<file path="config.mk">
export PLATFORM = sky130hd
export DESIGN_NAME = uart_flash_loader_command_fsm_top
export DESIGN_NICKNAME = d
export VERILOG_FILES = /design/src/hdl/uflc_pkg.sv /design/src/hdl/uflc_seq.sv /design/src/hdl/uflc_out.sv /design/src/hdl/uart_flash_loader_command_fsm_top.sv
export SDC_FILE = /design/constraint.sdc
export NUM_CORES = 1
export LEC_CHECK = 0
export ABC_AREA = 1
export BUFFER_PORTS_ARGS = -buffer_cell sky130_fd_sc_hd__buf_2
export CORE_UTILIZATION = 54
export CTS_BUF_LIST = sky130_fd_sc_hd__clkbuf_16
export DETAILED_ROUTE_END_ITERATION = 16
export GPL_ROUTABILITY_DRIVEN = 0
export MAX_ROUTING_LAYER = met4
export PLACE_DENSITY = 0.77
export SLEW_MARGIN = 20
export SYNTH_ARGS = -nofsm -noshare
export SYNTH_HDL_FRONTEND = slang
export SYNTH_SLANG_ARGS = --single-unit
</file>
<file path="constraint.sdc">
create_clock -name clk -period 3.4 [get_ports clk]
set_input_delay 1.02 -clock clk [delete_from_list [all_inputs] [get_ports clk]]
set_output_delay 1.02 -clock clk [all_outputs]
set_load 0.1 [all_outputs]
</file>
<file path="src/hdl/uflc_pkg.sv">
// ----------------------------------------------------------------------------
// uflc_pkg: shared definitions for the UART flash loader command sequencer
// Command codes, received command characters and the command batch that one
// received byte produces.
// ----------------------------------------------------------------------------
package uflc_pkg;

	localparam int unsigned PageBytesDefault = 256;
	localparam int unsigned FillW            = 9;
	localparam int unsigned MaxCmds          = 5;
	localparam int unsigned CntW             = 3;

	typedef enum logic [3:0] {
		OP_RESET_ASSERT  = 4'd0,
		OP_RESET_RELEASE = 4'd1,
		OP_WAKE_FLASH    = 4'd2,
		OP_FLOAT_PULSE   = 4'd3,
		OP_ENTER_BOOT    = 4'd4,
		OP_SEND_VERSION  = 4'd5,
		OP_ERASE         = 4'd6,
		OP_WRITE_ENABLE  = 4'd7,
		OP_START_WRITE   = 4'd8,
		OP_WRITE_BYTE    = 4'd9,
		OP_PAGE_WAIT     = 4'd10,
		OP_READ_BURST    = 4'd11,
		OP_FINISH_WRITE  = 4'd12
	} op_t;

	localparam logic [7:0] CH_WRITE   = 8'h57; // 'W'
	localparam logic [7:0] CH_READ    = 8'h52; // 'R'
	localparam logic [7:0] CH_RELEASE = 8'h44; // 'D'
	localparam logic [7:0] CH_FLOAT   = 8'h41; // 'A'
	localparam logic [7:0] CH_BOOT    = 8'h42; // 'B'
	localparam logic [7:0] CH_VERSION = 8'h56; // 'V'

	// Commands of one received byte. Address, data and count are each used by
	// at most one command of the batch, so one copy of each is enough.
	typedef struct packed {
		logic [CntW-1:0]         cnt;
		logic [MaxCmds-1:0][3:0] ops;
		logic [31:0]             addr;
		logic [7:0]              data;
		logic [31:0]             count;
	} batch_t;

endpackage

</file>
<file path="src/hdl/uflc_seq.sv">
// ----------------------------------------------------------------------------
// uflc_seq: loader state machine
// Holds the transfer state and decodes each received byte into its batch of
// flash commands; the state advances on every accepted transfer.
// ----------------------------------------------------------------------------
module uflc_seq #(
	parameter int unsigned PAGE_BYTES = uflc_pkg::PageBytesDefault
) (
	input  logic             clk,
	input  logic             arst_n,
	input  logic             take,
	input  logic [7:0]       rx_byte,
	output uflc_pkg::batch_t batch
);

	typedef enum logic [5:0] {
		PH_IDLE  = 6'b000001,
		PH_LEN1  = 6'b000010,
		PH_LEN2  = 6'b000100,
		PH_LEN3  = 6'b001000,
		PH_LEN4  = 6'b010000,
		PH_WRITE = 6'b100000
	} phase_t;

	phase_t                     phase_q, phase_d;
	logic                       is_write_q, is_write_d;
	logic [31:0]                remaining_q, remaining_d;
	logic [31:0]                page_base_q, page_base_d;
	logic [uflc_pkg::FillW-1:0] page_fill_q, page_fill_d;

	logic [31:0]                rem_dec;
	logic [uflc_pkg::FillW-1:0] fill_inc;
	logic [31:0]                base_inc;
	logic                       page_done;
	logic                       count_done;

	assign rem_dec    = remaining_q - 32'd1;
	assign fill_inc   = page_fill_q + {{(uflc_pkg::FillW-1){1'b0}}, 1'b1};
	assign base_inc   = page_base_q + 32'(PAGE_BYTES);
	assign page_done  = (fill_inc == uflc_pkg::FillW'(PAGE_BYTES));
	assign count_done = (rem_dec == 32'd0);

	always_comb begin
		phase_d     = phase_q;
		is_write_d  = is_write_q;
		remaining_d = remaining_q;
		page_base_d = page_base_q;
		page_fill_d = page_fill_q;
		batch       = '0;

		case (phase_q)
			PH_LEN1: begin
				remaining_d[7:0] = rx_byte;
				phase_d          = PH_LEN2;
			end
			PH_LEN2: begin
				remaining_d[15:8] = rx_byte;
				phase_d           = PH_LEN3;
			end
			PH_LEN3: begin
				remaining_d[23:16] = rx_byte;
				phase_d            = PH_LEN4;
			end
			PH_LEN4: begin
				if (is_write_q) begin
					remaining_d[31:24] = rx_byte;
					page_base_d        = '0;
					page_fill_d        = '0;
					phase_d            = PH_WRITE;
					batch.cnt          = uflc_pkg::CntW'(3);
					batch.ops[0]       = uflc_pkg::OP_ERASE;
					batch.ops[1]       = uflc_pkg::OP_WRITE_ENABLE;
					batch.ops[2]       = uflc_pkg::OP_START_WRITE;
				end else begin
					batch.count  = {rx_byte, remaining_q[23:0]};
					remaining_d  = '0;
					page_fill_d  = '0;
					phase_d      = PH_IDLE;
					batch.cnt    = uflc_pkg::CntW'(1);
					batch.ops[0] = uflc_pkg::OP_READ_BURST;
				end
			end
			PH_WRITE: begin
				remaining_d  = rem_dec;
				page_fill_d  = fill_inc;
				batch.data   = rx_byte;
				batch.ops[0] = uflc_pkg::OP_WRITE_BYTE;
				batch.cnt    = uflc_pkg::CntW'(1);
				if (page_done) begin
					page_fill_d  = '0;
					page_base_d  = base_inc;
					batch.addr   = base_inc;
					batch.ops[1] = uflc_pkg::OP_PAGE_WAIT;
					batch.ops[2] = uflc_pkg::OP_WRITE_ENABLE;
					batch.ops[3] = uflc_pkg::OP_START_WRITE;
					batch.cnt    = uflc_pkg::CntW'(4);
				end
				if (count_done) begin
					phase_d = PH_IDLE;
					if (page_done) begin
						batch.ops[4] = uflc_pkg::OP_FINISH_WRITE;
						batch.cnt    = uflc_pkg::CntW'(5);
					end else begin
						batch.ops[1] = uflc_pkg::OP_FINISH_WRITE;
						batch.cnt    = uflc_pkg::CntW'(2);
					end
				end
			end
			default: begin
				// Idle; any unexpected phase code is treated the same way.
				phase_d = PH_IDLE;
				if (rx_byte inside {uflc_pkg::CH_WRITE, uflc_pkg::CH_READ}) begin
					is_write_d   = (rx_byte == uflc_pkg::CH_WRITE);
					remaining_d  = '0;
					phase_d      = PH_LEN1;
					batch.cnt    = uflc_pkg::CntW'(2);
					batch.ops[0] = uflc_pkg::OP_RESET_ASSERT;
					batch.ops[1] = uflc_pkg::OP_WAKE_FLASH;
				end else if (rx_byte == uflc_pkg::CH_RELEASE) begin
					batch.cnt    = uflc_pkg::CntW'(1);
					batch.ops[0] = uflc_pkg::OP_RESET_RELEASE;
				end else if (rx_byte == uflc_pkg::CH_FLOAT) begin
					batch.cnt    = uflc_pkg::CntW'(1);
					batch.ops[0] = uflc_pkg::OP_FLOAT_PULSE;
				end else if (rx_byte == uflc_pkg::CH_BOOT) begin
					batch.cnt    = uflc_pkg::CntW'(1);
					batch.ops[0] = uflc_pkg::OP_ENTER_BOOT;
				end else if (rx_byte == uflc_pkg::CH_VERSION) begin
					batch.cnt    = uflc_pkg::CntW'(1);
					batch.ops[0] = uflc_pkg::OP_SEND_VERSION;
				end
			end
		endcase
	end

	always_ff @(posedge clk or negedge arst_n) begin
		if (!arst_n) begin
			phase_q     <= PH_IDLE;
			is_write_q  <= 1'b0;
			remaining_q <= '0;
			page_base_q <= '0;
			page_fill_q <= '0;
		end else if (take) begin
			phase_q     <= phase_d;
			is_write_q  <= is_write_d;
			remaining_q <= remaining_d;
			page_base_q <= page_base_d;
			page_fill_q <= page_fill_d;
		end
	end

endmodule

</file>
<file path="src/hdl/uflc_out.sv">
// ----------------------------------------------------------------------------
// uflc_out: command batch register and output serializer
// Holds the batch of the last received byte and hands its commands out one
// transfer at a time; a new batch loads as the last command leaves.
// ----------------------------------------------------------------------------
module uflc_out (
	input  logic             clk,
	input  logic             arst_n,
	input  logic             take,
	input  uflc_pkg::batch_t batch,
	output logic             load_ok,
	output logic             out_valid,
	input  logic             out_stall,
	output logic [3:0]       op,
	output logic [31:0]      flash_address,
	output logic [7:0]       payload,
	output logic [31:0]      burst_count,
	output logic             last
);

	uflc_pkg::batch_t          batch_q;
	logic                      busy_q;
	logic [uflc_pkg::CntW-1:0] idx_q;
	logic                      is_last;
	logic                      done;

	assign is_last = (idx_q == batch_q.cnt - uflc_pkg::CntW'(1));
	assign done    = busy_q && !out_stall && is_last;
	assign load_ok = !busy_q || done;

	assign out_valid     = busy_q;
	assign op            = batch_q.ops[idx_q];
	assign last          = is_last;
	assign flash_address = (op == uflc_pkg::OP_START_WRITE) ? batch_q.addr : '0;
	assign payload       = (op == uflc_pkg::OP_WRITE_BYTE) ? batch_q.data : '0;
	assign burst_count   = (op == uflc_pkg::OP_READ_BURST) ? batch_q.count : '0;

	always_ff @(posedge clk or negedge arst_n) begin
		if (!arst_n) begin
			busy_q <= 1'b0;
			idx_q  <= '0;
		end else if (take && batch.cnt != '0) begin
			busy_q <= 1'b1;
			idx_q  <= '0;
		end else if (done) begin
			busy_q <= 1'b0;
			idx_q  <= '0;
		end else if (busy_q && !out_stall) begin
			idx_q <= idx_q + uflc_pkg::CntW'(1);
		end
	end

	always_ff @(posedge clk) begin
		if (take) begin
			batch_q <= batch;
		end
	end

endmodule

</file>
<file path="src/hdl/uart_flash_loader_command_fsm_top.sv">
// ----------------------------------------------------------------------------
// uart_flash_loader_command_fsm_top: UART flash loader command sequencer
// Turns received serial bytes into a stream of flash-programming commands.
//
//   Channel  Direction  Handshake           Payload
//   input    in         in_valid/in_stall   rx_byte
//   output   out        out_valid/out_stall op, flash_address, payload,
//                                           burst_count, last
//
// A received byte is decoded in the cycle it is taken and its commands
// (zero to five) are registered; they leave one per cycle while out_stall
// is low, from the next cycle on.
// The next byte is taken in the cycle the last command of the batch leaves.
// Reset returns the sequencer to idle with an empty command register.
// ----------------------------------------------------------------------------
module uart_flash_loader_command_fsm_top #(
	parameter int unsigned PAGE_BYTES = uflc_pkg::PageBytesDefault
) (
	input  logic        clk,
	input  logic        arst_n,
	input  logic        in_valid,
	output logic        in_stall,
	input  logic [7:0]  rx_byte,
	output logic        out_valid,
	input  logic        out_stall,
	output logic [3:0]  op,
	output logic [31:0] flash_address,
	output logic [7:0]  payload,
	output logic [31:0] burst_count,
	output logic        last
);

	uflc_pkg::batch_t batch;
	logic             load_ok;
	logic             take;

	assign in_stall = !load_ok;
	assign take     = in_valid && load_ok;

	uflc_seq #(
		.PAGE_BYTES(PAGE_BYTES)
	) u_seq (
		.clk     (clk),
		.arst_n  (arst_n),
		.take    (take),
		.rx_byte (rx_byte),
		.batch   (batch)
	);

	uflc_out u_out (
		.clk           (clk),
		.arst_n        (arst_n),
		.take          (take),
		.batch         (batch),
		.load_ok       (load_ok),
		.out_valid     (out_valid),
		.out_stall     (out_stall),
		.op            (op),
		.flash_address (flash_address),
		.payload       (payload),
		.burst_count   (burst_count),
		.last          (last)
	);

endmodule

</file>
Word-level counts from Yosys, hierarchy flattened

Cells that the tools add are included.

Flip-flop bits (word level): 179
Input port bits: 12
Logic and storage cells: 135

Add/sub/neg operators: 5
$lt $le $gt $ge: 1
Equality and inequality tests: 20
Multiplexer cells: 50
Bitwise gates (word level): 6
Reductions and logical operators: 34

Operator list:

| operator                                            | count |
|---|---|
| 2-to-1 mux 32 bit                                   | 5 |
| one-hot mux 8 bit (4 select lines)                  | 3 |
| one-hot mux 32 bit (2 select lines)                 | 1 |
| equality test 8 x 7 -> 1 bit, second input constant | 6 |
| one-hot mux 8 bit (3 select lines)                  | 2 |
| 2-to-1 mux 4 bit                                    | 9 |
| adder 32 x 9 -> 32 bit, second input constant       | 1 |
| zero test 32 bit                                    | 1 |
| subtractor 32 x 1 -> 32 bit, second input constant  | 1 |
| one-hot mux 6 bit (5 select lines)                  | 1 |
| 2-to-1 mux 3 bit                                    | 9 |
| 2-to-1 mux 24 bit                                   | 1 |
| 2-to-1 mux 8 bit                                    | 3 |
| one-hot mux 9 bit (2 select lines)                  | 1 |
| AND reduction 4 bit                                 | 4 |
| binary-select mux 4 bit (select 3 bit)              | 1 |
| equality test 4 bit, second input constant          | 3 |
| 2-to-1 mux 12 bit                                   | 1 |
| 2-to-1 mux 6 bit                                    | 2 |
| nonzero test 4 bit                                  | 3 |
| adder 9 x 1 -> 9 bit, second input constant         | 1 |
| equality test 9 bit, second input constant          | 1 |
| 2-to-1 mux 9 bit                                    | 1 |
| one-hot mux 3 bit (3 select lines)                  | 1 |
| other kinds (26)                                    | 54 |

Logic depth before layout (Yosys ltp)

Depth in word-level cells: 10
Gate-level depth with buffers: 22

Modules after synthesis

From an unflattened synthesis, not the netlist that was laid out.

Cell total of the unflattened synthesis: 1280
Area total of the unflattened synthesis: 10193.5 sq um

By module, submodules not included:

| module                            | instances | cells each | area an instance (sq um) | seq. area each (sq um) |
|---|---|---|---|---|
| uflc_seq                          | 1         | 937        | 5748.0                   | 1803.0 |
| uflc_out                          | 1         | 340        | 4434.3                   | 2952.8 |
| uart_flash_loader_command_fsm_top | 1         | 3          | 11.3                     | 0.0 |

Worst setup path before layout

OpenSTA, ideal clock, no wires.

Kind: register -> output
Start point: reg u_out.idx_q[0] (netlist bit)
End point: out burst_count[10]
Arrival: 4.101 ns
Data required time: 2.380 ns
Slack: -1.721 ns
Cell stages (with the launch flop): 9
Buffers on the path: 2
Cells stage by stage: dfrtp_1 -> buf_2 -> inv_1 -> nand3_1 -> a21boi_0 -> nor2_1 -> nand3b_1 -> clkbuf_1 -> nor2_1

Word-level cells in the longest chain between the ends: 4

Ends and longest elaborated chain:

| item                                   | line                                    | RTL |
|---|---|---|
| from (decl)                            | uflc_out.sv:23                          | `logic [uflc_pkg::CntW-1:0] idx_q;` |
| from (signal assigned)                 | uflc_out.sv:49                          | `idx_q <= idx_q + uflc_pkg::CntW'(1);` |
| binary-select mux 4 bit (select 3 bit) | uflc_out.sv:32                          | `assign op = batch_q.ops[idx_q];` |
| 2-to-1 mux 4 bit (not written as such) | uflc_out.sv:32                          |  |
| via op[0]                              | uart_flash_loader_command_fsm_top.sv:26 | `output logic [3:0] op,` |
| equality test 4 bit                    | uflc_out.sv:36                          | `assign burst_count = (op == uflc_pkg::OP_READ_BURST) ? batch_q.count : '0;` |
| 2-to-1 mux 32 bit                      | uflc_out.sv:36                          |  |
| to (decl)                              | uart_flash_loader_command_fsm_top.sv:29 | `output logic [31:0] burst_count,` |

The timed path passes the listed nets, and every way through them passes these cells. The select of a mux whose other input is x is not followed.

Final worst setup path

Start point: reg u_out.idx_q[0] (netlist bit)
End point: out burst_count[3]

Word-level cells in the longest chain between the ends: 4

Ends and longest elaborated chain:

| item                                   | line |
|---|---|
| binary-select mux 4 bit (select 3 bit) | uflc_out.sv:32 |
| 2-to-1 mux 4 bit (not written as such) | uflc_out.sv:32 |
| equality test 4 bit                    | uflc_out.sv:36 |
| 2-to-1 mux 32 bit                      | uflc_out.sv:36 |

Every way passes these cells. The select of a mux whose other input is x is not followed.

==> summary.md <==
| Metric | Value |
|---|---|
| Fin crit share | `101%` |
| Synth Instances | `approximately 1200` |
| Clk_skew | `roughly 0.0069 ns` |
| Gr usage total | `31.8%` |
| # rows | `46` |
| CP Data Required Time | `2.38 ns` |
| FF+latch count, synth | `155` |
| Clock power share | `22.8%` |
| Hold wc startpoint | `u_seq.phase_q[0]$_DFFE_PN1P_` |
| Layout Area Growth over Synthesis | `33.7%` |
| Starting Density | `a little under three fifths` |
| GR peak layer | `met2` |
| Relative max-transition margin | `60.6%` |
| Die Ht | `between 100 and 150 µm` |
| Skew-Pair Late Insertion Delay | `about 0.43 ns` |
| Clk sinks | `155` |
| CTS Buf Count | `17` |
| RSZ-0062 raised after global routing | `yes` |
| Final setup TNS | `-0.245 ns` |
| Setup crit start kind | `flip-flop` |
| Critical-path cell list | `or2_4, o211ai_1, nand2_1, nand2_2, nand3_4, nand3b_1, buf_6, buf_12, nor2_4, buf_12` |
| Main area contributors after synthesis | `edfxtp_1 (27%), dfrtp_1 (21%), nor2_1 (10%)` |
| Max Fclk | `292 MHz` |
| Highest-delay cell along the critical path | `dfrtp_2` |
| Largest net degree at the start of global routing | `47` |
| Distinct cells, synth | `43` |
| Pwr Density | `679 nW/µm²` |
| Crit path DAT | `2.41 ns` |
| Root Buffer | `clkbuf_16` |
| Crit Reg-Reg Endpoint | `u_out.idx_q[0]$_DFFE_PN0P_` |
| First-pass GRT wire length | `39800 µm` |
| Sw frac | `44.6%` |
| GR Util met2 | `52.7%` |
| Setup ws final | `-0.0278 ns` |
| Switch Pwr | `approximately 3.6 mW` |
| Via density | `5.60` |
| Syn Std Cell Area | `8940 µm²` |
| Die boundary width | `131 µm` |
| Via count | `8376` |
| R2R Setup Slk | `0.17 ns` |
| Worst R2R Start | `u_seq.remaining_q[1]$_DFFE_PN0P_` |
| Port bufs | `82` |
| Crit path max fanout | `8` |
| Core Util, Final | `74.7%` |
| Leakage | `around 5.1 nW` |
| Failing checks | `setup timing` |
| Placed Instances | `around 1500` |
| Fin. max-slew vios | `0` |
| Total die area | `17100 µm²` |
| Fin cells | `1495` |
| Routing usage on met3 | `approximately 5.7%` |
| Avg WL per Cell | `approximately 16 µm` |
| Initial antenna violation count | `0` |
| Worst Setup Path Type | `reg2out` |
| Top cell by count, worst path | `buf_12` |
| H-tree Lvls | `4` |
| M1 GR Usage | `38.4%` |
| DRC viols | `0` |
| Sequential area share after synthesis | `47.8%` |
| Hold Path End | `u_seq.phase_q[0]$_DFFE_PN1P_` |
| # hold bufs at CTS | `0` |
| TritonRoute pass-1 iters | `6` |
| Core ar. | `roughly 16000 µm²` |
| Max Buffers Root-to-Sink | `2` |
| Overflow after GRT | `0` |
| Flop pwr share | `31.6%` |
| CTS tree | `yes` |
| Final setup violating endpoints | `16` |
| Post-DP HPWL | `17000 µm` |
| Ant diodes | `0` |
| Mean Syn Cell Area | `7.69 µm²` |
| # IOs | `91` |
| Total Wirelength | `24400 µm` |
| Max-Cap Viols | `0` |
| # fillers | `1108` |
| Comb pwr share | `45.6%` |
| R2r worst-path depth | `19` |
| Final ANT Viol Nets | `0` |
| Max VDD drop | `~0.86 mV` |
| Worst-margin pin slew | `just under 0.6 ns` |
| Layout cell share with drive strength beyond 1 | `between 20% and 30%` |
| Setup crit end kind | `primary output` |
| Final hold violation count | `0` |
| Clk pin slew, worst setup/hold paths | `about 0.060 ns` |
| Number of global-route vias before repair | `8047` |
| Syn. warnings | `0` |
| HP Class | `reg2reg` |
| Worst Hold Depth | `2` |
| Period minus WS final | `3.43 ns` |
| Cell internal pwr | `about 4.5 mW` |
| Nets@finish | `around 1300` |
| Largest area contributor in the netlist | `edfxtp_1` |
| Status | `complete, but fails checks` |
| Share of the synthesized area in the top cell type | `roughly a quarter` |
| First DRT Iteration DRCs | `between 800 and 900` |
| Critical path's largest stage delay | `0.48 ns` |
==> layout by cell type (no fill, tap or decap), drive strengths merged, types with 8 or more instances in the layout <==
master / netlist / final
xor2: 23 / 23
dfrtp: 75 / 75
nor3: 18 / 18
xnor2: 8 / 8
ha: 8 / 8
nor2: 253 / 253
nand2: 242 / 242
buf: 19 / 115
inv: 181 / 182
conb: 1 / 8
clkbuf: 18 / 21
o21ai: 84 / 84
edfxtp: 79 / 79
nand3: 58 / 58
nand3b: 8 / 8
o22ai: 24 / 24
clkinv: 3 / 12
nand4: 21 / 21
==> cell families (layout without fill, tap and decap cells) <==
family          after synthesis  in the layout  share of synthesized area (%)
compound gates              132            132                           8.27
xor+xnor                     31             31                           3.04
fa+ha+maj                     8              8                           1.12
buf+inv                     221            331                           10.1
flops                       155            155                           47.8
other cells                   1              8                         0.0420
simple gates                614            614                           29.5
==> state kept, by name, summed over array words and instances, names as in the netlist <==
signal / count
u_out.batch_q: 79
u_out.idx_q: 3
u_out.out_valid: 1
u_seq.is_write_q: 1
u_seq.page_base_q: 24
u_seq.page_fill_q: 9
u_seq.phase_q: 6
u_seq.remaining_q: 32
==> worst max-delay path by stage <==
stage	from	endpoint	slack [ns]	cells past startpoint
floorplan	u_out.idx_q[0]$_DFFE_PN0P_	burst_count[10]	-0.18	9
global placement	u_out.idx_q[0]$_DFFE_PN0P_	payload[0]	0.31	9
detailed placement	u_out.idx_q[0]$_DFFE_PN0P_	payload[0]	0.22	9
CTS	u_out.idx_q[0]$_DFFE_PN0P_	burst_count[7]	0.00004	10
global route	u_out.idx_q[0]$_DFFE_PN0P_	burst_count[1]	-0.09	10
finish	u_out.idx_q[0]$_DFFE_PN0P_	burst_count[3]	-0.03	10
==> cell usage after synthesis, drive strengths merged <==
library cell,number
dfrtp,75
nand4,21
a21oi,7
ha,8
a22oi,7
nor4,6
nand2,242
nand3b,8
o211ai,4
dfstp,1
inv,181
or2,6
o21ai,84
xor2,23
edfxtp,79
nand3,58
clkinv,3
a21boi,1
and3,1
nor3b,1
o31ai,3
nor2,253
o21a,1
o22ai,24
clkbuf,18
xnor2,8
nor3,18
conb,1
buf,19
a31oi,1
==> per-stage QoR <==
step           hold WS, ns  total power, mW  setup WS (ns)  instance area (µm²)
2_1_floorplan        0.464             5.02         -0.180                 9500
3_3_place_gp         0.482             5.95          0.313                11100
3_5_place_dp         0.486             6.01          0.224                11100
4_1_cts              0.495             8.04      0.0000444                11900
5_1_grt              0.528             8.41        -0.0937                11900
6_report             0.497             8.11        -0.0278                11900
==> routing by layer <==
metal / part of all wire (%) / vias up
met3: 7.5 / 72
met2: 50 / 439
met1: 40 / 3949
li1: - / 3916
met4: 3.1 / 0
met5: 0 / -
==> power groups by stage <==
| stage | clock network [mW] | registers, mW | logic [mW] |
|---|---|---|---|
| after floorplan | 0 | 2.54 | 2.48 |
| after global placement | 0 | 2.56 | 3.39 |
| after detailed placement | 0 | 2.58 | 3.43 |
| after CTS | 1.86 | 2.54 | 3.65 |
| after global routing | 1.95 | 2.58 | 3.88 |
| final | 1.85 | 2.56 | 3.70 |
==> worst max-delay path: cells and delay by family, from the launching register on <==
| family | cells | cell delay [ns] |
|---|---|---|
| buffers and inverters | 3 | 0.52 |
| AOI/OAI and AO/OA | 1 | 0.08 |
| DFF | 1 | 0.48 |
| and+or+nand+nor | 6 | 0.87 |
==> cell type report <==
class                           count  area [µm²]  area share (%)
Clock buffer                       21         526            4.40
Clock inverter                     11        60.1           0.503
Inverter                          184         701            5.87
Multi-Input combinational cell    793        4380            36.7
Sequential cell                   155        4280            35.8
Tap cell                          216         270            2.26
Timing Repair Buffer              115        1730            14.5
==> repair_timing <==
action / CTS / global route
gates cloned: 3 / 0
gates resized for setup: 23 / 16
setup buffers: 6 / 3
hold endpoints to repair: 0 / 0
pin swaps: 8 / 7
endpoints found under the setup margin: 64 / 40
(Power assumes the default switching activity.)
